`src/rtl/sbb_pkg.sv`:
```
`timescale 1ns / 1ps
`default_nettype none
// ----------------------------------------------------------------------------
// sbb_pkg: shared definitions for the separable binomial RGBA blur
// Tile geometry, arithmetic widths, pixel and tap types, line store port.
// ----------------------------------------------------------------------------
package sbb_pkg;

    // Tile and kernel geometry
    localparam int TILE_SIZE  = 64;
    localparam int TAPS       = 5;
    localparam int CENTRE     = TAPS / 2;
    localparam int STORE_ROWS = TAPS - 1;
    localparam int CNT_W      = $clog2(TILE_SIZE);
    localparam int SLOT_W     = $clog2(STORE_ROWS);

    // Pixel and arithmetic widths
    localparam int PIX_W     = 32;
    localparam int CH_W      = 8;
    localparam int CHANNELS  = PIX_W / CH_W;
    localparam int WEIGHT_W  = 9;
    localparam int FRAC_W    = 8;
    localparam int PROD_W    = CH_W + WEIGHT_W;
    localparam int ACC_W     = PROD_W + $clog2(TAPS);
    localparam int OUT_POS_W = 6;
    localparam int CFG_IDX_W = $clog2(TAPS);

    localparam logic [CH_W-1:0] CH_MAX = 8'hff;

    typedef logic [PIX_W-1:0]    pixel_t;
    typedef logic [WEIGHT_W-1:0] weight_t;
    typedef logic [CNT_W-1:0]    pos_t;
    typedef logic [SLOT_W-1:0]   slot_t;

    // Tap index 0 is the oldest pixel (left or top)
    typedef pixel_t  [TAPS-1:0]       tap_pix_t;
    typedef weight_t [TAPS-1:0]       tap_weight_t;
    typedef pixel_t  [STORE_ROWS-1:0] line_word_t;

    localparam tap_weight_t WEIGHT_RESET =
        {9'd16, 9'd64, 9'd96, 9'd64, 9'd16};

    // Line store write request
    typedef struct packed {
        logic   en;
        slot_t  bank;
        pos_t   addr;
        pixel_t data;
    } line_wr_t;

    // Position carried along the pipeline with each pixel
    typedef struct packed {
        pos_t  col;
        pos_t  row;
        slot_t slot;
        logic  emit;
        logic  last;
    } pos_meta_t;

endpackage
`default_nettype wire

```
`src/rtl/sbb_tap_filter.sv`:
```
`timescale 1ns / 1ps
`default_nettype none
// ----------------------------------------------------------------------------
// sbb_tap_filter: one 5-tap pass over four 8-bit channels
// Registers the 20 channel-by-weight products, then sums, drops the
// fraction and clamps each channel at 255.
// ----------------------------------------------------------------------------
module sbb_tap_filter import sbb_pkg::*; (
    input  logic        clk,
    input  logic        load,
    input  tap_pix_t    taps,
    input  tap_weight_t weights,
    output pixel_t      result
);

    logic [PROD_W-1:0] prod_reg [CHANNELS][TAPS];

    // Capture products, one lane per channel and tap
    always_ff @(posedge clk)
    begin
        if (load)
        begin
            for (int ch = 0; ch < CHANNELS; ch++)
            begin
                for (int t = 0; t < TAPS; t++)
                begin
                    prod_reg[ch][t] <= PROD_W'(taps[t][ch*CH_W +: CH_W])
                                     * PROD_W'(weights[t]);
                end
            end
        end
    end

    // Sum, truncate the fraction, saturate
    always_comb
    begin
        logic [ACC_W-1:0]        acc;
        logic [ACC_W-FRAC_W-1:0] scaled;
        result = '0;
        for (int ch = 0; ch < CHANNELS; ch++)
        begin
            acc = '0;
            for (int t = 0; t < TAPS; t++)
            begin
                acc = acc + ACC_W'(prod_reg[ch][t]);
            end
            scaled = acc[ACC_W-1:FRAC_W];
            if (scaled > (ACC_W-FRAC_W)'(CH_MAX))
            begin
                result[ch*CH_W +: CH_W] = CH_MAX;
            end
            else
            begin
                result[ch*CH_W +: CH_W] = scaled[CH_W-1:0];
            end
        end
    end

endmodule
`default_nettype wire

```
`config.mk`:
```
export PLATFORM = sky130hd
export DESIGN_NAME = sbb_tap_filter
export DESIGN_NICKNAME = d
export VERILOG_FILES = /design/src/rtl/sbb_pkg.sv /design/src/rtl/sbb_tap_filter.sv
export SDC_FILE = /design/constraint.sdc
export NUM_CORES = 2
export LEC_CHECK = 0
export CAP_MARGIN = 15
export CORE_MARGIN = 8
export CORE_UTILIZATION = 35
export CTS_CLUSTER_DIAMETER = 80
export CTS_CLUSTER_SIZE = 30
export DETAILED_ROUTE_END_ITERATION = 16
export DONT_BUFFER_PORTS = 1
export PLACE_DENSITY_LB_ADDON = 0.12
export SLEW_MARGIN = 15
export SYNTH_ARGS = -nofsm -noshare
export SYNTH_HDL_FRONTEND = slang
export SYNTH_SLANG_ARGS = --single-unit
```
`constraint.sdc`:
```
create_clock -name clk -period 6.6 [get_ports clk]
set_input_delay 1.98 -clock clk [delete_from_list [all_inputs] [get_ports clk]]
set_output_delay 1.98 -clock clk [all_outputs]
set_load 0.02 [all_outputs]
```
==> flow_summary.toml <==
[synthesis]
synth-edff-count = 340
synth_top_family_by_area = "adder cells"
ys_async_sr_fraction_pct = 0
synth-xor-area-share_pct = 3.80
synthMuxAreaShare_pct = 0.0533
synth_nets = 8752
synthesis.instances = 6697
yosys-top-cells-area = "fa_1 33%, edfxtp_1 16%, ha_1 16%"
syn_area_mm2 = 0.0634
synth-main-ff-cell = "edfxtp_1"
synth-simple-area-share_pct = 15.9
yosys.area.top_type = "fa_1"
yosysWarnings = 0
synth_top_area_share_pct = 32.7
ys_seq_elements = 340
syn_avg_cell_area_um2 = 9.47
synth_fa_ha_area_share_pct = 48.7
synth_compound_area_share_pct = 5.02
ys_types = 67
ys_seq_area_share_pct = 16.1

[status]
failed_checks = "setup timing"
status = "complete, but fails checks"

[finish]
post_route_cells_drive_above_1_share_pct = 3.88
area_growth_pct = 7.82
final-seq-area_mm2 = 0.0102
final_nets = 8668
nFillCells = 18200
mostFrequentLayoutCells = "1559 x inv_1, 1034 x fa_1, 804 x ha_1, 781 x nand2_1, 765 x and2_1"
final_common_cell = "inv_1"
largest_reg_flops = 340
multi_input_area_mm2 = 0.0471

[die]
die_h_um = 442
core_area_mm2 = 0.180
std_cell_rows = 156
dieWidth_um = 442
design.die.area_mm2 = 0.195
start_util_pct = 35.2
pin_count = 239

[clocking]
cts_num_sinks = 340
htree_levels = 2
hold_buffers = 0
cts.path.max_buffers = 3
root_buffer = "clkbuf_16"
cts_tree = "built"
cts_made_buffers = 40
clk_pin_slew_ps = 90

[critical_path]
required_ps = 4620
startpoint_type = "flip-flop"
crit_fanout = 4
end_kind = "output pin"
critical_path_class = "reg2out"
crit_start = "prod_reg[1][2]"
worstPathArrival_ps = 4800

[placed_design]
routabilityCongestion = 0.829
place.port_buffers = 0
dp_hpwl_um = 143000

[min_path]
hold_path_end = "prod_reg[0][66]"
hold_class = "in2reg"
hold_depth = 0
min_from = "load"

[sta]
finalSetupTns_ps = -1670
setup_viol = 21
final.setup.worst_slack_ps = -175
final_max_slew_viol_count = 0
post-route-period-util_pct = 103
min_period_ps = 6780
rsz0062_at_grt = "yes"
slew_headroom_pct = 36.8
clock.fmax_ghz = 0.148
tightest_slew_ps = 947
finalHoldViolCount = 0

[drt]
finalWirelength_um = 176000
wl_per_cell_um = 19.5
vias_per_cell = 4.74
routed-via-count = 42800
first_pass_iters = 5
drtAntennaViolNets = 0
drt_iter0_drc = 1990
drc = 0

[grt]
grt_pass1_vias = 45900
met1_usage_pct = 24.6
grt_pass1_wl_um = 276000
antenna_found_initial = 7
globalRouteMet2Util_pct = 29.5
gr-usage-met3_pct = 2.96
top_usage_layer = "met2"
grt_overflow = 0
grt_max_degree = 341
grt.total_usage_pct = 18.1

[flow_run]
timing.max_cap.violations = 0
[cell usage after synthesis, types with 6 or more instances]
master,instances
nand3b_1,6
a41o_1,13
nor3_1,103
xnor2_1,216
xor2_1,59
a31o_2,24
nor2b_1,21
or3_1,11
nand4_1,6
a21oi_1,141
o41ai_1,18
inv_1,1570
a21o_1,60
clkbuf_1,191
and2_1,765
nand2b_1,21
o21ai_1,34
nor2_1,141
o21a_1,20
a41oi_1,6
ha_1,812
or4_1,7
a211oi_1,8
a31oi_1,24
o21ai_0,34
edfxtp_1,340
or2_2,13
nand3_1,59
fa_1,1036
and3_1,36
o21bai_1,38
nand2_1,785
[cell type report]
type                            count  share of cell area, %
Tap cell                         2370                   4.34
Multi-Input combinational cell   4595                   68.9
Antenna cell                        1                0.00366
Timing Repair Buffer               66                  0.929
Sequential cell                   340                   14.9
Clock buffer                       40                   1.46
Inverter                         1570                   8.62
Clock inverter                     34                  0.862
[worst max path at each step]
stage	to	slack, ps	cells after the start
floorplan	prod_reg[0][152]	230	17
global placement	result[2]	160	17
global route	result[0]	-440	18
finish	result[16]	-180	16
CTS	result[0]	-310	18
detailed placement	result[2]	100	17
[kinds of logic after synthesis]
| group | count (synthesis) |
|---|---|
| xor gates and xnor gates | 275 |
| adders and majority gates | 1848 |
| DFF | 340 |
| muxes | 3 |
| AOI/OAI and AO/OA | 472 |
| buffers and inverters | 1762 |
| and+or+nand+nor | 1997 |
[metal layers]
| metal | vias up | wire length [um] |
|---|---|---|
| met2 | 630 | 80000 |
| met5 | - | 0 |
| li1 | 20400 | - |
| met1 | 21600 | 81200 |
| met4 | 0 | 6690 |
| met3 | 153 | 8000 |
[worst max-delay path, stage by stage, from the launching register on]
cell and delay [ps]:
edfxtp_1 350, inv_2 40, fa_1 540, inv_2 40, fa_1 490, inv_1 60, fa_2 520, inv_2 50
ha_4 140, a2111o_1 390, a21oi_4 170, o21ai_4 110, a41o_4 280, a2111oi_4 400, nand3_4 180, o21bai_4 220
buf_12 170
[per-stage QoR]
step / setup WS [ps] / cell area [um^2] / utilization [%] / instances / hold WS, ps
floorplan: 232 / 63400 / - / 6697 / 2090
global placement: 156 / 66100 / 36.6 / 8926 / 2190
detailed placement: 99.0 / 66100 / 36.6 / 8926 / 2180
CTS: -305 / 68100 / 37.8 / 9008 / 1450
global route: -443 / 68400 / 37.9 / 9015 / 1400
finish: -175 / 68400 / 37.9 / 9016 / 1470
[what timing repair did]
item	4_1_cts	5_1_grt
gates resized for setup	78	36
setup endpoints to repair	32	32
cloned	0	0
setup buffers	9	6
pin swaps	14	10
Power is not shown: default switching activity piles up to over one toggle a cycle in this logic, so the estimate is an artifact.
